## src/rtl/compass_sentence_parser_assert.svh

```systemverilog
// Assertion helpers for the compass sentence parser.
// Both expect i_clk and i_rst_n in scope.
`ifndef COMPASS_SENTENCE_PARSER_ASSERT_SVH
`define COMPASS_SENTENCE_PARSER_ASSERT_SVH

`define CSP_ASSERT_IMP(lbl, ante, cons, msg) \
    lbl: assert property (@(posedge i_clk) disable iff (!i_rst_n) (ante) |-> (cons)) \
        else $error(msg);

`define CSP_ASSERT_NEXT(lbl, ante, cons, msg) \
    lbl: assert property (@(posedge i_clk) disable iff (!i_rst_n) (ante) |=> (cons)) \
        else $error(msg);

`endif

```

## src/rtl/csp_pkg.sv

```systemverilog
package csp_pkg;

    localparam int VALUE_BITS_DEF = 32;

    typedef logic [3:0] t_kind;

    localparam t_kind KIND_HEADING = 4'd0;
    localparam t_kind KIND_PITCH   = 4'd1;
    localparam t_kind KIND_ROLL    = 4'd2;
    localparam t_kind KIND_X       = 4'd3;
    localparam t_kind KIND_Y       = 4'd4;
    localparam t_kind KIND_Z       = 4'd5;
    localparam t_kind KIND_TEMP    = 4'd6;
    localparam t_kind KIND_ERROR   = 4'd7;
    localparam t_kind KIND_END     = 4'd8;
    localparam t_kind KIND_NONE    = 4'd15;

    localparam logic [2:0] FRAC_RESET = 3'd3;
    localparam logic [2:0] FRAC_MAX   = 3'd6;

    localparam logic [7:0] CH_DOLLAR = 8'h24;
    localparam logic [7:0] CH_STAR   = 8'h2A;
    localparam logic [7:0] CH_PLUS   = 8'h2B;
    localparam logic [7:0] CH_MINUS  = 8'h2D;
    localparam logic [7:0] CH_POINT  = 8'h2E;
    localparam logic [7:0] CH_0      = 8'h30;
    localparam logic [7:0] CH_9      = 8'h39;
    localparam logic [7:0] CH_UA     = 8'h41;
    localparam logic [7:0] CH_UF     = 8'h46;
    localparam logic [7:0] CH_LA     = 8'h61;
    localparam logic [7:0] CH_LF     = 8'h66;
    localparam logic [7:0] CH_C      = 8'h43;
    localparam logic [7:0] CH_P      = 8'h50;
    localparam logic [7:0] CH_R      = 8'h52;
    localparam logic [7:0] CH_X      = 8'h58;
    localparam logic [7:0] CH_Y      = 8'h59;
    localparam logic [7:0] CH_Z      = 8'h5A;
    localparam logic [7:0] CH_T      = 8'h54;
    localparam logic [7:0] CH_E      = 8'h45;

    // close request control, travels parser -> scaler
    typedef struct packed {
        logic       valid;
        t_kind      kind;
        logic [2:0] shift;
        logic       neg;
        logic       ok;
    } t_req;

    function automatic t_kind key_of(logic [7:0] b);
        case (b)
            CH_C:    return KIND_HEADING;
            CH_P:    return KIND_PITCH;
            CH_R:    return KIND_ROLL;
            CH_X:    return KIND_X;
            CH_Y:    return KIND_Y;
            CH_Z:    return KIND_Z;
            CH_T:    return KIND_TEMP;
            CH_E:    return KIND_ERROR;
            default: return KIND_NONE;
        endcase
    endfunction

    function automatic logic is_hex(logic [7:0] b);
        return (b inside {[CH_0:CH_9], [CH_UA:CH_UF], [CH_LA:CH_LF]});
    endfunction

    function automatic logic [3:0] hex_val(logic [7:0] b);
        logic [7:0] t;
        t = 8'd0;
        if (b inside {[CH_0:CH_9]}) begin
            t = b - CH_0;
        end else if (b inside {[CH_UA:CH_UF]}) begin
            t = b - CH_UA + 8'd10;
        end else if (b inside {[CH_LA:CH_LF]}) begin
            t = b - CH_LA + 8'd10;
        end
        return t[3:0];
    endfunction

    function automatic logic [19:0] pow10(logic [2:0] k);
        case (k)
            3'd0:    return 20'd1;
            3'd1:    return 20'd10;
            3'd2:    return 20'd100;
            3'd3:    return 20'd1000;
            3'd4:    return 20'd10000;
            3'd5:    return 20'd100000;
            3'd6:    return 20'd1000000;
            default: return 20'd1000000;
        endcase
    endfunction

    // largest magnitude that can take k more decimal shifts without saturating
    function automatic logic [7:0][63:0] csp_limits(int vb);
        logic [7:0][63:0] t;
        logic [63:0]      m;
        m = (64'd1 << (vb - 1)) - 64'd1;
        for (int i = 0; i < 8; i++) begin
            t[i] = m;
            if (i < 6) m = m / 10;
        end
        return t;
    endfunction

endpackage

```

## src/rtl/csp_if.sv

```systemverilog
interface csp_byte_if;
    logic       valid;
    logic       ready;
    logic [7:0] rx_byte;

    modport source (output valid, output rx_byte, input ready);
    modport sink   (input valid, input rx_byte, output ready);
endinterface

interface csp_result_if;
    logic               valid;
    logic               ready;
    logic [3:0]         field_kind;
    logic signed [31:0] field_value;
    logic               checksum_ok;

    modport source (output valid, output field_kind, output field_value,
                    output checksum_ok, input ready);
    modport sink   (input valid, input field_kind, input field_value,
                    input checksum_ok, output ready);
endinterface

interface csp_cfg_if;
    logic       valid;
    logic       ready;
    logic [2:0] fraction_digits;

    modport source (output valid, output fraction_digits, input ready);
    modport sink   (input valid, input fraction_digits, output ready);
endinterface

```

## src/rtl/compass_sentence_parser.sv

```systemverilog
// Compass sentence parser.
// i_rx carries one received character per request. o_res carries one result
// per closed field (kind, signed fixed-point value or 16-bit error word) and
// one per sentence end (kind 8, value 0, checksum_ok).
// i_cfg writes fraction_digits (0..7, values above 6 act as 6, reset 3); it
// is always ready and is to be written only while the parser is idle.
// Throughput: one character per cycle while o_res is not stalled. The parser
// state updates at the accepting edge; a result then reaches o_res through
// the 32x20 partial-product stage and the sum/saturate/negate stage.
// The whole pipeline advances when the output register is empty or taken,
// so i_rx.ready drops only while o_res is stalled; nothing is lost.
// Synchronous active-low reset clears the parser state, empties the
// pipeline and sets fraction_digits to 3.
module compass_sentence_parser
    import csp_pkg::*;
#(
    parameter int VALUE_BITS = VALUE_BITS_DEF
) (
    input  logic         i_clk,
    input  logic         i_rst_n,
    csp_byte_if.sink     i_rx,
    csp_cfg_if.sink      i_cfg,
    csp_result_if.source o_res
);

`include "compass_sentence_parser_assert.svh"

    logic                  w_adv;
    logic                  w_fire;
    t_req                  w_req;
    logic [VALUE_BITS-1:0] w_acc;
    logic                  w_valid;

    assign w_adv      = !w_valid || o_res.ready;
    assign w_fire     = i_rx.valid && w_adv;
    assign i_rx.ready = w_adv;
    assign i_cfg.ready = 1'b1;
    assign o_res.valid = w_valid;

    csp_parse #(
        .VALUE_BITS(VALUE_BITS)
    ) u_parse (
        .i_clk      (i_clk),
        .i_rst_n    (i_rst_n),
        .i_adv      (w_adv),
        .i_fire     (w_fire),
        .i_byte     (i_rx.rx_byte),
        .i_cfg_we   (i_cfg.valid),
        .i_cfg_data (i_cfg.fraction_digits),
        .o_req      (w_req),
        .o_acc      (w_acc)
    );

    csp_scale #(
        .VALUE_BITS(VALUE_BITS)
    ) u_scale (
        .i_clk   (i_clk),
        .i_rst_n (i_rst_n),
        .i_adv   (w_adv),
        .i_req   (w_req),
        .i_acc   (w_acc),
        .o_valid (w_valid),
        .o_kind  (o_res.field_kind),
        .o_value (o_res.field_value),
        .o_ok    (o_res.checksum_ok)
    );

    `CSP_ASSERT_IMP(a_end_zero, o_res.valid && o_res.field_kind == KIND_END, o_res.field_value == 32'sd0, "sentence end with nonzero value")
    `CSP_ASSERT_IMP(a_field_ok_low, o_res.valid && o_res.field_kind != KIND_END, !o_res.checksum_ok, "field result with checksum flag")
    `CSP_ASSERT_IMP(a_ready_rule, 1'b1, i_rx.ready == (!o_res.valid || o_res.ready), "input ready out of step with output")
    `CSP_ASSERT_NEXT(a_dollar_quiet, i_rx.valid && i_rx.ready && i_rx.rx_byte == CH_DOLLAR, !w_req.valid, "dollar produced a request")

endmodule

```

## src/rtl/csp_parse.sv

```systemverilog
module csp_parse
    import csp_pkg::*;
#(
    parameter int VALUE_BITS = VALUE_BITS_DEF
) (
    input  logic                  i_clk,
    input  logic                  i_rst_n,
    input  logic                  i_adv,
    input  logic                  i_fire,
    input  logic [7:0]            i_byte,
    input  logic                  i_cfg_we,
    input  logic [2:0]            i_cfg_data,
    output t_req                  o_req,
    output logic [VALUE_BITS-1:0] o_acc
);

    localparam logic [VALUE_BITS-1:0] MAG_MAX = {1'b0, {(VALUE_BITS-1){1'b1}}};

    logic [2:0]            r_frac, n_frac;
    logic                  r_in, n_in;
    logic [7:0]            r_xor, n_xor;
    t_kind                 r_key, n_key;
    logic [VALUE_BITS-1:0] r_acc, n_acc;
    logic                  r_neg, n_neg;
    logic                  r_seen, n_seen;
    logic [2:0]            r_fc, n_fc;
    logic [1:0]            r_cd, n_cd;
    logic [7:0]            r_rc, n_rc;
    t_req                  r_req, n_req;
    logic [VALUE_BITS-1:0] r_racc, n_racc;

    logic                  w_hex;
    logic [3:0]            w_hv;
    t_kind                 w_key;
    logic                  w_digit;
    logic [3:0]            w_dv;
    logic [2:0]            w_kept;
    logic [2:0]            w_shift;
    logic                  w_dec;
    logic [VALUE_BITS+3:0] w_m10;
    logic [VALUE_BITS-1:0] w_macc;
    t_req                  w_close;

    assign w_hex   = is_hex(i_byte);
    assign w_hv    = hex_val(i_byte);
    assign w_key   = key_of(i_byte);
    assign w_digit = (i_byte inside {[CH_0:CH_9]});
    assign w_dv    = w_hv;
    assign w_kept  = (r_frac > FRAC_MAX) ? FRAC_MAX : r_frac;
    assign w_shift = (r_fc < w_kept) ? (w_kept - r_fc) : 3'd0;
    assign w_dec   = (r_key != KIND_NONE) && (r_key != KIND_ERROR);

    // saturating acc*10 + digit
    assign w_m10  = ({4'd0, r_acc} << 3) + ({4'd0, r_acc} << 1)
                  + (VALUE_BITS+4)'(w_dv);
    assign w_macc = (w_m10 > {4'd0, MAG_MAX}) ? MAG_MAX : w_m10[VALUE_BITS-1:0];

    always_comb begin
        w_close.valid = (r_key != KIND_NONE);
        w_close.kind  = r_key;
        w_close.shift = (r_key == KIND_ERROR) ? 3'd0 : w_shift;
        w_close.neg   = (r_key != KIND_ERROR) && r_neg;
        w_close.ok    = 1'b0;
    end

    always_comb begin
        n_frac = i_cfg_we ? i_cfg_data : r_frac;
        n_in   = r_in;
        n_xor  = r_xor;
        n_key  = r_key;
        n_acc  = r_acc;
        n_neg  = r_neg;
        n_seen = r_seen;
        n_fc   = r_fc;
        n_cd   = r_cd;
        n_rc   = r_rc;
        n_req  = '0;
        n_racc = r_acc;

        if (i_fire) begin
            if (i_byte == CH_DOLLAR) begin
                n_in   = 1'b1;
                n_xor  = 8'd0;
                n_cd   = 2'd0;
                n_rc   = 8'd0;
                n_key  = KIND_NONE;
                n_acc  = '0;
                n_neg  = 1'b0;
                n_seen = 1'b0;
                n_fc   = 3'd0;
            end else if (!r_in) begin
                n_in = r_in;
            end else if (r_cd != 2'd0) begin
                if (w_hex) begin
                    if (r_cd == 2'd1) begin
                        n_rc = {4'd0, w_hv};
                        n_cd = 2'd2;
                    end else begin
                        n_rc        = {r_rc[3:0], w_hv};
                        n_req.valid = 1'b1;
                        n_req.kind  = KIND_END;
                        n_req.ok    = ({r_rc[3:0], w_hv} == r_xor);
                        n_racc      = '0;
                        n_in        = 1'b0;
                        n_cd        = 2'd0;
                    end
                end
            end else if (i_byte == CH_STAR) begin
                n_req = w_close;
                n_key = KIND_NONE;
                n_cd  = 2'd1;
                n_rc  = 8'd0;
            end else begin
                n_xor = r_xor ^ i_byte;
                if (r_key == KIND_ERROR && w_hex) begin
                    n_acc = VALUE_BITS'({r_acc[11:0], w_hv});
                end else if (w_key != KIND_NONE) begin
                    n_req  = w_close;
                    n_key  = w_key;
                    n_acc  = '0;
                    n_neg  = 1'b0;
                    n_seen = 1'b0;
                    n_fc   = 3'd0;
                end else if (w_dec && (w_digit || i_byte == CH_MINUS
                             || i_byte == CH_PLUS || i_byte == CH_POINT)) begin
                    if (w_digit) begin
                        if (!r_seen) begin
                            n_acc = w_macc;
                        end else if (r_fc < w_kept) begin
                            n_acc = w_macc;
                            n_fc  = r_fc + 3'd1;
                        end
                    end else if (i_byte == CH_MINUS) begin
                        n_neg = 1'b1;
                    end else if (i_byte == CH_POINT) begin
                        n_seen = 1'b1;
                    end
                end else begin
                    n_req = w_close;
                    n_key = KIND_NONE;
                end
            end
        end
    end

    always_ff @(posedge i_clk) begin
        if (!i_rst_n) begin
            r_frac <= FRAC_RESET;
            r_in   <= 1'b0;
            r_xor  <= 8'd0;
            r_key  <= KIND_NONE;
            r_acc  <= '0;
            r_neg  <= 1'b0;
            r_seen <= 1'b0;
            r_fc   <= 3'd0;
            r_cd   <= 2'd0;
            r_rc   <= 8'd0;
            r_req  <= '0;
        end else begin
            r_frac <= n_frac;
            r_in   <= n_in;
            r_xor  <= n_xor;
            r_key  <= n_key;
            r_acc  <= n_acc;
            r_neg  <= n_neg;
            r_seen <= n_seen;
            r_fc   <= n_fc;
            r_cd   <= n_cd;
            r_rc   <= n_rc;
            if (i_adv) begin
                r_req <= n_req;
            end
        end
    end

    always_ff @(posedge i_clk) begin
        if (i_adv) begin
            r_racc <= n_racc;
        end
    end

    assign o_req = r_req;
    assign o_acc = r_racc;

endmodule

```

## src/rtl/csp_scale.sv

```systemverilog
module csp_scale
    import csp_pkg::*;
#(
    parameter int VALUE_BITS = VALUE_BITS_DEF
) (
    input  logic                  i_clk,
    input  logic                  i_rst_n,
    input  logic                  i_adv,
    input  t_req                  i_req,
    input  logic [VALUE_BITS-1:0] i_acc,
    output logic                  o_valid,
    output t_kind                 o_kind,
    output logic signed [31:0]    o_value,
    output logic                  o_ok
);

    localparam int HALF = (VALUE_BITS + 1) / 2;
    localparam int HIGH = VALUE_BITS - HALF;
    localparam int WX   = (VALUE_BITS > 32) ? VALUE_BITS : 32;
    localparam logic [VALUE_BITS-1:0] MAG_MAX = {1'b0, {(VALUE_BITS-1){1'b1}}};
    localparam logic [7:0][63:0] LIMITS = csp_limits(VALUE_BITS);

    logic [19:0]            w_pow;
    logic [VALUE_BITS-1:0]  w_lim;
    logic                   w_sat;
    logic [HALF+19:0]       w_pp_lo;
    logic [HIGH+19:0]       w_pp_hi;

    t_req                   r_ctl;
    logic                   r_sat;
    logic [HALF+19:0]       r_pp_lo;
    logic [HIGH+19:0]       r_pp_hi;

    logic [VALUE_BITS+19:0] w_sum;
    logic [VALUE_BITS-1:0]  w_mag;
    logic [WX-1:0]          w_ext;
    logic [WX-1:0]          w_sgn;

    logic                   r_o_valid;
    t_kind                  r_o_kind;
    logic signed [31:0]     r_o_value;
    logic                   r_o_ok;

    assign w_pow   = pow10(i_req.shift);
    assign w_lim   = LIMITS[i_req.shift][VALUE_BITS-1:0];
    assign w_sat   = (i_req.kind < KIND_ERROR) && (i_acc > w_lim);
    assign w_pp_lo = {20'd0, i_acc[HALF-1:0]} * {{HALF{1'b0}}, w_pow};
    assign w_pp_hi = {20'd0, i_acc[VALUE_BITS-1:HALF]} * {{HIGH{1'b0}}, w_pow};

    always_ff @(posedge i_clk) begin
        if (!i_rst_n) begin
            r_ctl <= '0;
        end else if (i_adv) begin
            r_ctl <= i_req;
        end
    end

    always_ff @(posedge i_clk) begin
        if (i_adv) begin
            r_sat   <= w_sat;
            r_pp_lo <= w_pp_lo;
            r_pp_hi <= w_pp_hi;
        end
    end

    assign w_sum = (VALUE_BITS+20)'(r_pp_lo) + ((VALUE_BITS+20)'(r_pp_hi) << HALF);
    assign w_mag = r_sat ? MAG_MAX : w_sum[VALUE_BITS-1:0];
    assign w_ext = WX'(w_mag);
    assign w_sgn = r_ctl.neg ? (~w_ext + WX'(1)) : w_ext;

    always_ff @(posedge i_clk) begin
        if (!i_rst_n) begin
            r_o_valid <= 1'b0;
        end else if (i_adv) begin
            r_o_valid <= r_ctl.valid;
        end
    end

    always_ff @(posedge i_clk) begin
        if (i_adv) begin
            r_o_kind  <= r_ctl.kind;
            r_o_value <= w_sgn[31:0];
            r_o_ok    <= r_ctl.ok;
        end
    end

    assign o_valid = r_o_valid;
    assign o_kind  = r_o_kind;
    assign o_value = r_o_value;
    assign o_ok    = r_o_ok;

endmodule

```

## src/flat_wrapper.sv

```systemverilog
// flat-port wrapper written by rule: the top's interface ports become plain ports
module compass_sentence_parser_flat import csp_pkg::*;
#(
    parameter int VALUE_BITS = VALUE_BITS_DEF
)
  (i_clk, i_rst_n, i_rx_valid, i_rx_rx_byte, i_rx_ready, i_cfg_valid, i_cfg_fraction_digits, i_cfg_ready, o_res_valid, o_res_field_kind, o_res_field_value, o_res_checksum_ok, o_res_ready);
  csp_byte_if i_rx_i ();
  csp_cfg_if i_cfg_i ();
  csp_result_if o_res_i ();
  input  logic i_clk;
  input  logic i_rst_n;
  input wire logic [$bits(i_rx_i.valid)-1:0] i_rx_valid;
  input wire logic [$bits(i_rx_i.rx_byte)-1:0] i_rx_rx_byte;
  output wire logic [$bits(i_rx_i.ready)-1:0] i_rx_ready;
  input wire logic [$bits(i_cfg_i.valid)-1:0] i_cfg_valid;
  input wire logic [$bits(i_cfg_i.fraction_digits)-1:0] i_cfg_fraction_digits;
  output wire logic [$bits(i_cfg_i.ready)-1:0] i_cfg_ready;
  output wire logic [$bits(o_res_i.valid)-1:0] o_res_valid;
  output wire logic [$bits(o_res_i.field_kind)-1:0] o_res_field_kind;
  output wire logic [$bits(o_res_i.field_value)-1:0] o_res_field_value;
  output wire logic [$bits(o_res_i.checksum_ok)-1:0] o_res_checksum_ok;
  input wire logic [$bits(o_res_i.ready)-1:0] o_res_ready;
  assign i_rx_i.valid = i_rx_valid;
  assign i_rx_i.rx_byte = i_rx_rx_byte;
  assign i_rx_ready = i_rx_i.ready;
  assign i_cfg_i.valid = i_cfg_valid;
  assign i_cfg_i.fraction_digits = i_cfg_fraction_digits;
  assign i_cfg_ready = i_cfg_i.ready;
  assign o_res_valid = o_res_i.valid;
  assign o_res_field_kind = o_res_i.field_kind;
  assign o_res_field_value = o_res_i.field_value;
  assign o_res_checksum_ok = o_res_i.checksum_ok;
  assign o_res_i.ready = o_res_ready;
  compass_sentence_parser #(.VALUE_BITS(VALUE_BITS)) u_core (.i_clk(i_clk), .i_rst_n(i_rst_n), .i_rx(i_rx_i), .i_cfg(i_cfg_i), .o_res(o_res_i));
endmodule
```

## config.mk

```make
export PLATFORM = sky130hd
export DESIGN_NAME = compass_sentence_parser_flat
export DESIGN_NICKNAME = d
export VERILOG_FILES = /design/src/rtl/csp_pkg.sv /design/src/rtl/csp_if.sv /design/src/rtl/compass_sentence_parser.sv /design/src/rtl/csp_parse.sv /design/src/rtl/csp_scale.sv /design/src/flat_wrapper.sv
export VERILOG_INCLUDE_DIRS = /design/src /design/src/rtl
export SDC_FILE = /design/constraint.sdc
export NUM_CORES = 1
export LEC_CHECK = 0
export BUFFER_PORTS_ARGS = -buffer_cell sky130_fd_sc_hd__buf_2
export CELL_PAD_IN_SITES_DETAIL_PLACEMENT = 0
export CELL_PAD_IN_SITES_GLOBAL_PLACEMENT = 2
export CORE_MARGIN = 2
export CORE_UTILIZATION = 45
export DETAILED_ROUTE_END_ITERATION = 10
export PLACE_DENSITY = 0.95
export SETUP_SLACK_MARGIN = 0.1
export SLEW_MARGIN = 20
export SYNTH_ARGS = -nofsm -noshare
export SYNTH_HDL_FRONTEND = slang
export SYNTH_SLANG_ARGS = --single-unit
```

## constraint.sdc

```tcl
create_clock -name i_clk -period 13.85 [get_ports i_clk]
set_input_delay 2.77 -clock i_clk [delete_from_list [all_inputs] [get_ports i_clk]]
set_output_delay 2.77 -clock i_clk [all_outputs]
set_load 0.02 [all_outputs]
```

# Word level (Yosys, flattened, before mapping)

Memories as Yosys holds them, arrays and structs flattened. A register that Yosys moved wholly into a read port is not among the register bits.
Cells that the tools add are included.

Flip-flop bits (word level): 195
Bits in read-only memories: 512
Bits of input ports: 16
Output and inout bits: 40
Word-level logic and storage cells: 222
Memories: 1

Add/sub/neg operators: 11
Multipliers: 2
Magnitude comparators: 12
Equal/unequal tests: 33
Multiplexer cells: 100
Bitwise logic cells: 2
Reduce and logical (&&, ||, !) cells: 34

Memories:

| memory           | words | width | read ports | clocked after memory_dff | wr ports | RTL line        | source |
|---|---|---|---|---|---|---|---|
| (name not given) | 8     | 64    | 1          | 1                        | 0        | csp_scale.sv:45 | `assign w_lim = LIMITS[i_req.shift][VALUE_BITS-1:0];` |

Operators by type and width:

| cell                                                               | count |
|---|---|
| two-way mux 32 bit                                                 | 20 |
| case mux 20 bit (6 select lines)                                   | 1 |
| two-way mux 10 bit                                                 | 7 |
| equality test 8 x 7 -> 1 bit (second input constant)               | 8 |
| two-way mux 4 bit                                                  | 16 |
| two-way mux 3 bit                                                  | 15 |
| equality test 8 x 6 -> 1 bit (second input constant)               | 5 |
| adder 35 x 33 -> 36 bit                                            | 1 |
| adder 36 x 4 -> 36 bit                                             | 1 |
| greater-than comparator 36 x 31 -> 1 bit (second input constant)   | 1 |
| adder 32 x 1 -> 32 bit (second input constant)                     | 1 |
| adder 32 bit                                                       | 1 |
| greater-than comparator 32 bit                                     | 1 |
| multiplier 16 x 20 -> 32 bit                                       | 1 |
| two-way mux 8 bit                                                  | 4 |
| NOT 32 bit                                                         | 1 |
| case mux 4 bit (8 select lines)                                    | 1 |
| two-way mux 1 bit                                                  | 27 |
| nonzero test 3 bit                                                 | 8 |
| multiplier 16 x 20 -> 16 bit                                       | 1 |
| AND reduction 9 bit                                                | 2 |
| greater-or-equal comparator 8 x 7 -> 1 bit (second input constant) | 2 |
| less-or-equal comparator 8 x 7 -> 1 bit (second input constant)    | 2 |
| two-way mux 5 bit                                                  | 3 |
| 34 further kinds                                                   | 64 |

# Logic depth before layout (Yosys ltp)

Gate-level depths: netlist of run 1.

Depth after elaboration: 18
Mapped depth: 28
Mapped depth without buffers: 26

# Cells and area by module

A second synthesis of run 1 with hierarchy kept.

Cell total of the unflattened synthesis: 2756
Area, all modules: 25195.4 µm²

Modules (own cells, without submodules):

| module                  | instances | cells each | area an instance (µm²) |
|---|---|---|---|
| csp_scale               | 1         | 1969       | 18163.7 |
| csp_parse               | 1         | 783        | 6998.0 |
| compass_sentence_parser | 1         | 4          | 33.8 |

# Worst setup path after synthesis of run 1

No wires, ideal clock.

Path kind: in2reg
Start: in i_rx_rx_byte[0]
End: reg u_core.u_parse.r_acc[5]
Arrival: 7.233 ns
Setup slack: 6.503 ns
Cell stages on the path: 21
Buffers on the path: 3
Cell sequence: inv_1 ha_1 clkbuf_1 nor3b_1 a41o_1 or2_2 o21ai_0 fa_1 fa_1 a21oi_1 o22ai_1 o2111ai_1 a211oi_1 a211oi_1 a21oi_1 nor3_1 o2111a_1 buf_2 buf_2 a31oi_1 a21o_1

Cells in the longest elaborated chain, start to end: 18
Elaborated cells between the ends (all ways): 58
Classes of those cells: add/sub (6); order compare (7); eq/ne (17); mux (15); reduce/logical (13)

RTL lines:

| what                                                    | RTL line                     | source |
|---|---|---|
| start: declaration                                      | flat_wrapper.sv:13           | `input wire logic [$bits(i_rx_i.rx_byte)-1:0] i_rx_rx_byte;` |
| subtractor 4 x 1 -> 4 bit, or another cell as far along | csp_pkg.sv:74, csp_pkg.sv:76 |  |
| adder 4 bit / logical AND 1 bit (equally long branches) | -                            |  |
| two-way mux 4 bit                                       | csp_pkg.sv:75                | `end else if (b inside {[CH_LA:CH_LF]}) begin` |
| two-way mux 4 bit                                       | csp_pkg.sv:73                | `end else if (b inside {[CH_UA:CH_UF]}) begin` |
| two-way mux 4 bit                                       | csp_pkg.sv:71                | `if (b inside {[CH_0:CH_9]}) begin` |
| adder 36 x 4 -> 36 bit                                  | csp_parse.sv:55              | `+ (VALUE_BITS+4)'(w_dv);` |
| greater-than comparator 36 x 31 -> 1 bit                | csp_parse.sv:56              | `assign w_macc = (w_m10 > {4'd0, MAG_MAX}) ? MAG_MAX : w_m10[VALUE_BITS-1:0];` |
| two-way mux 32 bit                                      | csp_parse.sv:56              |  |
| [2 not listed]                                          | -                            |  |
| two-way mux 32 bit                                      | csp_parse.sv:126             | `if (w_digit) begin` |
| two-way mux 32 bit                                      | csp_parse.sv:124             | `end else if (w_dec && (w_digit \|\| i_byte == CH_MINUS` |
| two-way mux 32 bit                                      | csp_parse.sv:117             | `end else if (w_key != KIND_NONE) begin` |
| two-way mux 32 bit                                      | csp_parse.sv:115             | `if (r_key == KIND_ERROR && w_hex) begin` |
| two-way mux 32 bit                                      | csp_parse.sv:108             | `end else if (i_byte == CH_STAR) begin` |
| two-way mux 32 bit                                      | csp_parse.sv:93              | `end else if (r_cd != 2'd0) begin` |
| two-way mux 32 bit                                      | csp_parse.sv:91              | `end else if (!r_in) begin` |
| two-way mux 32 bit                                      | csp_parse.sv:81              | `if (i_byte == CH_DOLLAR) begin` |
| end signal: assignment                                  | csp_parse.sv:164             | `r_acc <= n_acc;` |
| end: declaration                                        | csp_parse.sv:23              | `logic [VALUE_BITS-1:0] r_acc, n_acc;` |

Several ways; a longest one is shown, not always the timed one. The select of a mux whose other input is x is not followed.
A chain may end at the register's enable or synchronous reset.

# Worst setup path after layout of run 1

Start: reg u_core.u_parse.r_req, in the netlist u_core.u_parse.o_req[4]
End: reg u_core.u_scale.r_pp_lo[31] (data pin)

Cells in the longest elaborated chain, start to end: 3
Elaborated cells between the ends (all ways): 8
Classes of those cells: mul (1); eq/ne (5); mux (1); reduce/logical (1)

RTL lines:

| what                                              | RTL line         | source |
|---|---|---|
| start: declaration                                | csp_parse.sv:29  | `t_req r_req, n_req;` |
| start signal: assignment                          | csp_parse.sv:171 | `r_req <= n_req;` |
| equality test 3 bit, or another cell as far along | csp_pkg.sv:82    | `case (k)` |
| case mux 20 bit (6 select lines) (*)              | csp_pkg.sv:82    |  |
| multiplier 16 x 20 -> 32 bit (*)                  | csp_scale.sv:47  | `assign w_pp_lo = {20'd0, i_acc[HALF-1:0]} * {{HALF{1'b0}}, w_pow};` |
| via u_core.u_scale.w_pp_lo[31]                    | csp_scale.sv:26  | `logic [HALF+19:0] w_pp_lo;` |
| end signal: assignment                            | csp_scale.sv:61  | `r_pp_lo <= w_pp_lo;` |
| end: declaration                                  | csp_scale.sv:31  | `logic [HALF+19:0] r_pp_lo;` |

Mark *: on every way through the listed nets, which the timed path passes. The rest lies on a longest branch.

==> flow_metrics.py, run 1 <==
metrics = {
    "clock_network": {
        "clk_pin_slew_ns": 0.06,
        "cts_tree": "yes",
        "cts_htree_levels": 1,
        "cts_buffers": 25,
        "cts_root_buf": "sky130_fd_sc_hd__clkbuf_16",
        "clock_insertion_delay_worst_skew_ns": 0.55,
        "cts_hold_buffers": 0,
        "cts_buffer_depth": 3,
        "tritoncts_num_sinks": 214,
        "cts_setup_buffers": 0,
        "ctsResizeCount": 0,
    },
    "logic_synthesis": {
        "synthCells": 2749,
        "main_combinational_cell_family_by_area_after_synthesis": "adder cells",
        "yosysSeqAreaShare_pct": 21.5,
        "synth.ff_latch_count": 214,
        "synth-main-ff-cell": "sky130_fd_sc_hd__edfxtp_1",
        "synth-warning-count": 0,
        "synth-simple-area-share_pct": 16.6,
        "netlist_cell_types": 81,
        "postSynth.asyncResetShare_pct": 0,
        "synth_area_um2": 25500,
        "synth_nets": 3342,
        "synth_adder_area_share_pct": 37.0,
        "synth-compound-area-share_pct": 11.3,
        "synth_enable_flop_cells": 118,
        "synth.mux.area_fraction_pct": 0.437,
        "post_synth_xor_area_fraction_pct": 4.95,
        "syn_avg_cell_area_um2": 9.26,
    },
    "sta": {
        "max_freq_mhz": 118,
        "relSlewSlack_pct": 28.7,
        "final.period_utilization_pct": 61.3,
        "final_max_slew_viol_count": 0,
        "finalSetupTns_ns": 0,
        "final_hold_viol_count": 0,
        "post-route-min-period_ns": 8.49,
        "tightest_slew_ns": 1.07,
        "report.final.setup_viol": 0,
        "setup_repair_after_global_routing_missed_its_margin": "no",
        "clock-skew-final_ns": 0.0162,
    },
    "global_routing": {
        "track_usage_pct": 20.7,
        "global_route.overflow_total": 0,
        "first_global_vias": 19700,
        "grt_start_max_net_pins": 81,
        "antenna_violations_before_repair": 1,
        "grt_first_pass_wirelength_mm": 99.7,
    },
    "floorplan": {
        "area_of_the_die_um2": 58500,
        "chipHeight_um": 242,
        "core_um2": 56200,
        "io_pins": 56,
        "start_util_pct": 45.3,
        "std_cell_rows": 87,
        "die_w_um": 242,
    },
    "cells_and_area": {
        "syn2layout_area_growth_pct": 7.03,
        "final_net_count": 3329,
        "most-common-layout-cells": "442 x sky130_fd_sc_hd__inv_1, 292 x sky130_fd_sc_hd__fa_1, 285 x sky130_fd_sc_hd__ha_1, 240 x sky130_fd_sc_hd__and2_1, 219 x sky130_fd_sc_hd__nand2_1",
        "insertedDiodeCount": 0,
        "finalInstanceArea_um2": 27300,
        "post_route_cells_drive_above_1_share_pct": 5.37,
        "final_common_cell": "sky130_fd_sc_hd__inv_1",
    },
    "route": {
        "routed_wl_mm": 58.9,
        "routedWlPerCell_um": 16.8,
        "drt_pre_antenna_iters": 6,
        "detail_route.vias_per_cell": 5.26,
        "ant_nets": 0,
        "via_count": 18500,
        "drc_errors": 0,
        "detailedRoute.firstIterationViolations": 974,
    },
    "critical_path": {
        "startpoint_type": "register",
        "critPathMaxFanout": 41,
        "worstPathRequired_ns": 14.13,
        "worst-setup-path-type": "reg -> reg",
        "endpoint_kind": "register",
        "timing.critical_path.arrival_ns": 8.76,
    },
    "placement": {
        "area_of_placed_instances_um2": 26400,
        "place.port_buffers": 54,
        "finalWeightedCongestion": 0.875,
        "place_hpwl_mm": 46.7,
    },
    "power": {
        "power_density_nw_per_um2": 50.1,
        "vdd_drop_max_mv": 0.0992,
        "p_leak_uw": 0.0138,
    },
    "run_status": {
        "run_status": "finished clean",
    },
    "flow_run": {
        "cap_violations": 0,
    },
    "min_path": {
        "type_of_the_most_critical_hold_path": "reg -> reg",
    },
}
-- area by class of cell --
cell class	count	area [um^2]
fillers	5323	28900
multi-input cells	1979	17900
flip-flops and latches	214	5470
inverters	444	1670
well taps	756	946
clock buffers	30	696
repair buffers	72	405
clock inverters	16	161
-- routing by layer --
| metal | up-vias | routed length, um | track usage, % |
|---|---|---|---|
| met5 | - | 0 | 0 |
| met2 | 410 | 28200 | 35.7 |
| li1 | 8966 | - | - |
| met1 | 8990 | 26400 | 27.2 |
| met4 | 0 | 1370 | 5.16 |
| met3 | 96 | 2930 | 3.00 |
-- worst paths after layout --
kind / cells after the start / to / slack (ns) / from
min: 0 / u_core.u_scale.o_ok / 0.44 / u_core.u_scale.r_ctl[0]
min reg2reg: 0 / u_core.u_scale.o_ok / 0.44 / u_core.u_scale.r_ctl[0]
max: 25 / u_core.u_scale.r_pp_lo[31] / 5.36 / u_core.u_parse.o_req[4]
max reg2reg: 25 / u_core.u_scale.r_pp_lo[31] / 5.36 / u_core.u_parse.o_req[4]
-- worst max-delay path: stages, from the launching register on --
cell	delay [ns]
sky130_fd_sc_hd__dfxtp_1	0.81
sky130_fd_sc_hd__nor2b_2	0.26
sky130_fd_sc_hd__buf_4	0.39
sky130_fd_sc_hd__a21o_1	0.48
sky130_fd_sc_hd__buf_4	0.31
sky130_fd_sc_hd__nand2_1	0.09
sky130_fd_sc_hd__fa_1	0.51
sky130_fd_sc_hd__inv_1	0.05
sky130_fd_sc_hd__fa_1	0.48
sky130_fd_sc_hd__inv_1	0.05
sky130_fd_sc_hd__fa_1	0.47
sky130_fd_sc_hd__fa_1	0.49
sky130_fd_sc_hd__inv_1	0.05
sky130_fd_sc_hd__fa_1	0.50
sky130_fd_sc_hd__fa_1	0.49
sky130_fd_sc_hd__ha_1	0.37
sky130_fd_sc_hd__a21oi_1	0.20
sky130_fd_sc_hd__o21ai_0	0.22
sky130_fd_sc_hd__a221o_1	0.38
sky130_fd_sc_hd__a41oi_1	0.39
sky130_fd_sc_hd__o21ai_0	0.26
sky130_fd_sc_hd__a31oi_1	0.29
sky130_fd_sc_hd__o21ai_0	0.19
sky130_fd_sc_hd__a21o_1	0.21
sky130_fd_sc_hd__a21oi_1	0.16
sky130_fd_sc_hd__xnor2_1	0.08
-- through the flow --
step | worst slack (ns) | total power [uW] | util, % | std cells | hold WS [ns]
after floorplan | 6.50 | 695 | - | 2749 | 0.408
after global placement | 5.18 | 703 | 47.0 | 3465 | 0.414
after detailed placement | 5.08 | 704 | 47.0 | 3465 | 0.421
after CTS | 5.27 | 1380 | 48.5 | 3511 | 0.436
after global routing | 4.91 | 1410 | 48.5 | 3511 | 0.444
final | 5.36 | 1360 | 48.5 | 3511 | 0.436
-- synth_stat cells (25+ instances only) --
cell	number	area share [%]
sky130_fd_sc_hd__o21ai_0	97	1.9
sky130_fd_sc_hd__nand2b_1	28	0.69
sky130_fd_sc_hd__and3_1	25	0.61
sky130_fd_sc_hd__nand2_1	219	3.2
sky130_fd_sc_hd__nor2_1	110	1.6
sky130_fd_sc_hd__a21o_1	42	1.2
sky130_fd_sc_hd__xnor2_1	88	3.0
sky130_fd_sc_hd__inv_1	442	6.5
sky130_fd_sc_hd__and2_1	239	5.9
sky130_fd_sc_hd__dfxtp_1	96	7.5
sky130_fd_sc_hd__a21oi_1	112	2.2
sky130_fd_sc_hd__nand3_1	36	0.71
sky130_fd_sc_hd__clkbuf_1	99	1.5
sky130_fd_sc_hd__edfxtp_1	118	14
sky130_fd_sc_hd__ha_1	285	14
sky130_fd_sc_hd__nor2b_1	60	1.5
sky130_fd_sc_hd__fa_1	292	23
sky130_fd_sc_hd__xor2_1	56	1.9
-- cells by family after synthesis --
group | Yosys count
AOI/OAI and AO/OA | 441
muxes | 11
and+or+nand+nor | 805
buffers and inverters | 556
adders and majority gates | 577
other | 1
xor gates and xnor gates | 144
DFF | 214
-- flip-flops by register name, indices dropped and copies added (netlist names) --
signal                  count
u_core.u_parse.o_acc       32
u_core.u_parse.r_acc       32
u_core.u_scale.o_value     32
u_core.u_scale.r_pp_lo     32
u_core.u_scale.w_lim       19
u_core.u_scale.r_pp_hi     16
u_core.u_parse.o_req       10
u_core.u_parse.r_xor        8
u_core.u_scale.r_ctl        7
u_core.u_parse.r_key        4
u_core.u_parse.r_rc         4
u_core.u_scale.o_kind       4
u_core.u_parse.r_fc         3
u_core.u_parse.r_frac       3
u_core.u_parse.r_cd         2
u_core.u_parse.r_in         1
u_core.u_parse.r_neg        1
u_core.u_parse.r_seen       1
u_core.u_scale.o_ok         1
u_core.u_scale.o_valid      1
u_core.u_scale.r_sat        1
-- report_power, final --
part	internal [uW]	total, uW	switching (uW)	leakage (uW)
Combinational	9.12	26.3	17.2	0.0111
Clock	400	674	274	0.000423
Sequential	664	664	0.545	0.00223
Note: power is estimated with default switching activity, not from simulation.
==> run 2: changes to the inputs <==
- CORE_UTILIZATION: 45 -> 42
- PLACE_DENSITY: 0.95 -> 0.91
- clock period: 13.85 -> 8.89 ns (I/O delays scaled with it)
==> run 2 against run 1 <==
  * Count of clock-buffer cells in the layout is 2 higher
  * Design area is 0.16% higher
  * Final cell count is 1.1% higher
  * Sequential power is 55% higher
  * Sequential cell count stayed put
  * Die area is 7.0% higher
  * Critical endpoint unchanged
  * Largest cell class unchanged
  * Highest routed layer unchanged
==> flow_metrics.py, run 2 (synthesis results as in run 1) <==
metrics = {
    "critical_path": {
        "critPathMaxFanout": 30,
        "timing.critical_path.arrival_ns": 8.59,
        "worst-setup-path-type": "reg -> reg",
        "slowest_delay_ns": 0.75,
        "path_common_cell": "sky130_fd_sc_hd__fa_1",
        "cp_top_family": "adder cells",
        "worst_path_max_delay_cell": "sky130_fd_sc_hd__dfxtp_1",
        "critical_path_buf_inv_count": 3,
        "worstPathRequired_ns": 9.17,
        "endpoint_kind": "register",
        "crit_path_cell_trace": "nor2b_2 > buf_4 > nand2_1 > nor2_1 > fa_1 > fa_1 > inv_1 > fa_1 > fa_1 > inv_1 > fa_1 > fa_1 > ha_1 > a21oi_1 > o21ai_0 > a221o_1 > a41oi_1 > o21ai_0 > a31oi_1 > o21ai_0 > a21o_1 > a21oi_1 > xnor2_1",
        "startpoint_type": "register",
    },
    "clock_network": {
        "cts_tree": "yes",
        "ctsResizeCount": 0,
        "tritoncts_num_sinks": 214,
        "cts_root_buf": "sky130_fd_sc_hd__clkbuf_16",
        "cts_buffer_depth": 3,
        "clock_insertion_delay_worst_skew_ns": 0.56,
        "cts_hold_buffers": 0,
        "cts_htree_levels": 1,
        "cts_setup_buffers": 0,
        "cts_buffers": 26,
        "clk_pin_slew_ns": 0.06,
    },
    "floorplan": {
        "start_util_pct": 42.3,
        "chipHeight_um": 250,
        "std_cell_rows": 90,
        "io_pins": 56,
        "area_of_the_die_um2": 62600,
        "core_um2": 60100,
        "die_w_um": 250,
    },
    "cells_and_area": {
        "insertedDiodeCount": 0,
        "final_common_cell": "sky130_fd_sc_hd__inv_1",
        "syn2layout_area_growth_pct": 7.20,
        "layout.filler_cells": 5850,
        "final_net_count": 3341,
        "most-common-layout-cells": "442 x sky130_fd_sc_hd__inv_1, 292 x sky130_fd_sc_hd__fa_1, 285 x sky130_fd_sc_hd__ha_1, 240 x sky130_fd_sc_hd__and2_1, 219 x sky130_fd_sc_hd__nand2_1",
        "fin_util_pct": 45.4,
        "post_route_cells_drive_above_1_share_pct": 5.42,
    },
    "power": {
        "post-layout-total-power_uw": 2040,
        "power_density_nw_per_um2": 74.9,
        "vdd_drop_max_mv": 0.111,
        "p_leak_uw": 0.0138,
    },
    "flow_run": {
        "cap_violations": 0,
    },
    "global_routing": {
        "global_route.overflow_total": 0,
        "grt_start_max_net_pins": 81,
        "first_global_vias": 19200,
        "grt_first_pass_wirelength_mm": 101,
        "antenna_violations_before_repair": 0,
        "track_usage_pct": 19.6,
    },
    "sta": {
        "tightest_slew_ns": 1.02,
        "clock-skew-final_ns": 0.0271,
        "final.period_utilization_pct": 93.4,
        "setup_ws_ns": 0.583,
        "max_freq_mhz": 120,
        "post-route-min-period_ns": 8.31,
        "final_hold_viol_count": 0,
        "relSlewSlack_pct": 32.2,
        "final_max_slew_viol_count": 0,
        "setup_repair_after_global_routing_missed_its_margin": "no",
        "report.final.setup_viol": 0,
        "finalSetupTns_ns": 0,
    },
    "route": {
        "detail_route.vias_per_cell": 5.20,
        "via_count": 18500,
        "routed_wl_mm": 60.5,
        "detailedRoute.firstIterationViolations": 1012,
        "drc_errors": 0,
        "routedWlPerCell_um": 17.0,
        "ant_nets": 0,
        "drt_pre_antenna_iters": 5,
    },
    "placement": {
        "place_hpwl_mm": 48.5,
        "place.port_buffers": 54,
        "dpl_worst_slack_ns": 0.724,
        "finalWeightedCongestion": 0.876,
    },
    "run_status": {
        "run_status": "finished clean",
    },
    "min_path": {
        "type_of_the_most_critical_hold_path": "reg -> reg",
    },
}
[run 2: cell count changes in the layout (fill, tap and decap cells not counted), sizes merged]
cell | before | now
buf | 72 | 83
clkbuf | 30 | 32
bufinv | 2 | 0
clkinv | 8 | 11
inv | 448 | 446
[run 2: path summary, 6_finish.rpt]
path,startpoint,to,slack (ns),cells past startpoint
setup / recovery,u_core.u_parse.o_req[4],u_core.u_scale.r_pp_lo[31],0.58,23
hold / removal,u_core.u_scale.r_ctl[6],u_core.u_scale.o_kind[1],0.43,0
setup reg to reg,u_core.u_parse.o_req[4],u_core.u_scale.r_pp_lo[31],0.58,23
hold reg to reg,u_core.u_scale.r_ctl[6],u_core.u_scale.o_kind[1],0.43,0
[run 2: cell type report]
type / count / area (um^2) / area share (%)
Clock buffer: 32 / 673 / 2.47
Clock inverter: 15 / 109 / 0.399
Sequential cell: 214 / 5470 / 20.0
Tap cell: 782 / 978 / 3.58
Inverter: 444 / 1670 / 6.11
Multi-Input combinational cell: 1979 / 17900 / 65.6
Timing Repair Buffer: 83 / 492 / 1.80
[run 2: routing by layer]
metal / vias up / wire [um] / global-route usage [%]
met3: 65 / 2710 / 2.36
met5: - / 0 / 0
li1: 8992 / - / -
met4: 0 / 895 / 3.40
met1: 9005 / 28300 / 27.2
met2: 389 / 28500 / 33.4
[run 2: power by group]
| part | internal (uW) | leakage, uW | switching (uW) |
|---|---|---|---|
| clock network | 543 | 0.000374 | 424 |
| registers | 1030 | 0.00223 | 0.748 |
| logic | 14.5 | 0.0112 | 27.1 |
[run 2: through the flow]
| step | hold WS (ns) | instance area (um^2) | std cells |
|---|---|---|---|
| 6_report | 0.435 | 27300 | 3549 |
| 5_1_grt | 0.452 | 27300 | 3549 |
| 4_1_cts | 0.435 | 27300 | 3548 |
| 3_5_place_dp | 0.421 | 26500 | 3501 |
| 3_3_place_gp | 0.417 | 26500 | 3501 |
| 2_1_floorplan | 0.408 | 25500 | 2749 |
==> run 3: changes to the inputs <==
- ABC_AREA: unset -> 1
- CORE_UTILIZATION: 42 -> 40
- PLACE_DENSITY: 0.91 -> 0.92
==> run 3 against run 2 <==
  * Global-route usage increased by 0.66 points
  * Count of clock-buffer cells in the layout unchanged
  * Non-clock buffer count decreased by 11
  * Largest cell class unchanged
  * Highest routed layer unchanged
==> flow_metrics.py, run 3 <==
metrics = {
    "flow_run": {
        "cap_violations": 0,
    },
    "placement": {
        "finalWeightedCongestion": 0.921,
        "place.port_buffers": 54,
        "place_hpwl_mm": 54.9,
    },
    "floorplan": {
        "core_um2": 64500,
        "std_cell_rows": 93,
        "start_util_pct": 40.5,
        "die_w_um": 259,
        "chipHeight_um": 259,
        "area_of_the_die_um2": 67300,
        "io_pins": 56,
    },
    "sta": {
        "setup_repair_after_global_routing_missed_its_margin": "no",
        "final_max_slew_viol_count": 0,
        "clock-skew-final_ns": 0.0193,
        "relSlewSlack_pct": 28.2,
        "final.period_utilization_pct": 88.2,
        "report.final.setup_viol": 0,
        "finalSetupTns_ns": 0,
        "max_freq_mhz": 128,
        "final_hold_viol_count": 0,
        "tightest_slew_ns": 1.08,
        "post-route-min-period_ns": 7.84,
    },
    "critical_path": {
        "rr_startpoint": "u_core.u_parse.o_req[2]",
        "reg2reg_depth": 22,
        "rr_endpoint": "u_core.u_scale.r_pp_lo[22]",
        "worst-setup-path-type": "reg -> reg",
        "startpoint_type": "register",
        "worstPathRequired_ns": 9.20,
        "slack_of_the_worst_reg_to_reg_path_ns": 1.05,
        "endpoint_kind": "register",
        "timing.critical_path.arrival_ns": 8.15,
        "critPathMaxFanout": 21,
    },
    "clock_network": {
        "cts_setup_buffers": 0,
        "cts_hold_buffers": 0,
        "cts_htree_levels": 1,
        "clock_insertion_delay_worst_skew_ns": 0.57,
        "tritoncts_num_sinks": 214,
        "cts_buffers": 27,
        "cts_root_buf": "sky130_fd_sc_hd__clkbuf_16",
        "cts_buffer_depth": 3,
        "cts_tree": "yes",
        "ctsResizeCount": 0,
        "clk_pin_slew_ns": 0.06,
    },
    "global_routing": {
        "antenna_violations_before_repair": 0,
        "first_global_vias": 20200,
        "grt_first_pass_wirelength_mm": 109,
        "grt_start_max_net_pins": 81,
        "track_usage_pct": 20.3,
        "global_route.overflow_total": 0,
    },
    "run_status": {
        "run_status": "finished clean",
    },
    "power": {
        "power_density_nw_per_um2": 78.1,
        "p_leak_uw": 0.0150,
        "post-layout-total-power_uw": 2190,
        "vdd_drop_max_mv": 0.120,
    },
    "logic_synthesis": {
        "yosysSeqAreaShare_pct": 20.9,
        "synthCells": 3266,
        "synth_area_um2": 26100,
        "synthTopCellsByArea": "sky130_fd_sc_hd__fa_1 22%, sky130_fd_sc_hd__ha_1 14%, sky130_fd_sc_hd__edfxtp_1 14%",
        "netlist_cell_types": 63,
        "syn_avg_cell_area_um2": 7.99,
        "synth.ff_latch_count": 214,
        "post-synth-top-count-cell": "sky130_fd_sc_hd__inv_1",
        "synth-warning-count": 0,
        "postSynth.asyncResetShare_pct": 0,
        "synthTopCellsByCount": "713 x sky130_fd_sc_hd__inv_1, 633 x sky130_fd_sc_hd__nand2_1, 374 x sky130_fd_sc_hd__nor2_1, 292 x sky130_fd_sc_hd__fa_1, 285 x sky130_fd_sc_hd__ha_1",
        "area_fraction_of_the_dominant_cell_type_after_synthesis_pct": 22.4,
        "synth_nets": 3859,
        "synth-main-ff-cell": "sky130_fd_sc_hd__edfxtp_1",
        "synth_enable_flop_cells": 118,
        "synth_top_cell_by_area": "sky130_fd_sc_hd__fa_1",
    },
    "route": {
        "detailedRoute.firstIterationViolations": 1086,
        "routed_wl_mm": 66.4,
        "routedWlPerCell_um": 15.9,
        "drt_pre_antenna_iters": 5,
        "drc_errors": 0,
        "ant_nets": 0,
        "detail_route.vias_per_cell": 4.77,
        "via_count": 19900,
    },
    "cells_and_area": {
        "most-common-layout-cells": "712 x sky130_fd_sc_hd__inv_1, 633 x sky130_fd_sc_hd__nand2_1, 374 x sky130_fd_sc_hd__nor2_1, 292 x sky130_fd_sc_hd__fa_1, 285 x sky130_fd_sc_hd__ha_1",
        "post_route_cells_drive_above_1_share_pct": 6.00,
        "final_net_count": 3887,
        "insertedDiodeCount": 0,
        "syn2layout_area_growth_pct": 7.76,
        "final_common_cell": "sky130_fd_sc_hd__inv_1",
    },
    "min_path": {
        "hold_path_origin": "u_core.u_scale.r_ctl[7]",
        "hold-path-cell-count": 0,
        "worstHoldEndpoint": "u_core.u_scale.o_kind[2]",
        "type_of_the_most_critical_hold_path": "reg -> reg",
    },
}
==> run 3: cell count changes after synthesis, sizes merged, moves of 54 or more <==
cell	previous run	this run
nand2	220	642
nor2	110	400
inv	444	730
and2	242	1
nor2b	60	0
a21oi	112	166
clkbuf	99	45
==> run 3: how the worst max path moves through the flow <==
| stage | cells past startpoint | endpoint | slack, ns | start |
|---|---|---|---|---|
| 6_report | 22 | u_core.u_scale.r_pp_lo[22] | 1.05 | u_core.u_parse.o_req[2] |
| 5_1_grt | 22 | u_core.u_scale.r_pp_lo[22] | 0.51 | u_core.u_parse.o_req[2] |
| 4_1_cts | 22 | u_core.u_scale.r_pp_lo[22] | 1.05 | u_core.u_parse.o_req[2] |
| 3_5_place_dp | 22 | u_core.u_scale.r_pp_lo[22] | 1.08 | u_core.u_parse.o_req[2] |
| 3_3_place_gp | 22 | u_core.u_scale.r_pp_lo[22] | 1.14 | u_core.u_parse.o_req[2] |
| 2_1_floorplan | 3 | i_rx_ready | 1.59 | o_res_ready |
==> run 3: final cells by class <==
class,count,area (um^2)
fillers,6674,36300
multi-input cells,2242,17500
flip-flops and latches,214,5470
inverters,737,2780
well taps,855,1070
clock buffers,32,694
repair buffers,72,405
clock inverters,18,200
==> run 3: critical path, stage by stage (launching register included) <==
cell,delay [ns]
sky130_fd_sc_hd__dfxtp_1,0.91
sky130_fd_sc_hd__inv_1,0.23
sky130_fd_sc_hd__nor2_1,0.66
sky130_fd_sc_hd__inv_1,0.72
sky130_fd_sc_hd__nor2_1,0.34
sky130_fd_sc_hd__fa_1,0.46
sky130_fd_sc_hd__fa_1,0.45
sky130_fd_sc_hd__fa_1,0.44
sky130_fd_sc_hd__ha_1,0.29
sky130_fd_sc_hd__inv_1,0.05
sky130_fd_sc_hd__fa_1,0.52
sky130_fd_sc_hd__inv_1,0.05
sky130_fd_sc_hd__fa_1,0.47
sky130_fd_sc_hd__ha_1,0.37
sky130_fd_sc_hd__nand2_1,0.12
sky130_fd_sc_hd__inv_1,0.05
sky130_fd_sc_hd__a21boi_0,0.23
sky130_fd_sc_hd__nand3_1,0.16
sky130_fd_sc_hd__a21oi_1,0.21
sky130_fd_sc_hd__o21ai_0,0.21
sky130_fd_sc_hd__a21boi_0,0.35
sky130_fd_sc_hd__o21bai_1,0.12
sky130_fd_sc_hd__xor2_1,0.15
==> run 3: power by group <==
part / switching (uW) / internal [uW] / total [uW]
Combinational: 30.6 / 11.4 / 42.0
Sequential: 0.918 / 1030 / 1030
Clock: 464 / 653 / 1120
==> run 3: per-layer routing <==
metal	global-route usage, %	part of all wire, %	vias to the layer above
li1	-	-	10100
met2	34.0	46	422
met5	0	0	-
met1	27.7	46	9279
met3	2.83	5.0	100
met4	5.01	2.7	0
==> run 3: cells by family (layout without fill, tap and decap cells) <==
kind of cell,count (synthesis),in the layout,synth area share (%)
AND/OR/NAND/NOR,1206,1206,19.5
adder cells (fa/ha/maj),577,577,36.1
other,1,1,0.0144
buffers and inverters,810,859,12.0
flip-flops,214,214,20.9
AO/OA/AOI/OAI,327,327,7.11
XOR/XNOR,131,131,4.40
==> run 3: stage by stage <==
| stage | instances | hold slack [ns] | cell area (um^2) | util, % | worst slack, ns |
|---|---|---|---|---|---|
| floorplan | 3266 | 0.409 | 26100 | - | 1.59 |
| global placement | 4120 | 0.411 | 27200 | 42.2 | 1.14 |
| detailed placement | 4120 | 0.418 | 27200 | 42.2 | 1.08 |
| CTS | 4170 | 0.434 | 28100 | 43.6 | 1.05 |
| global route | 4170 | 0.441 | 28100 | 43.6 | 0.515 |
| finish | 4170 | 0.430 | 28100 | 43.6 | 1.05 |
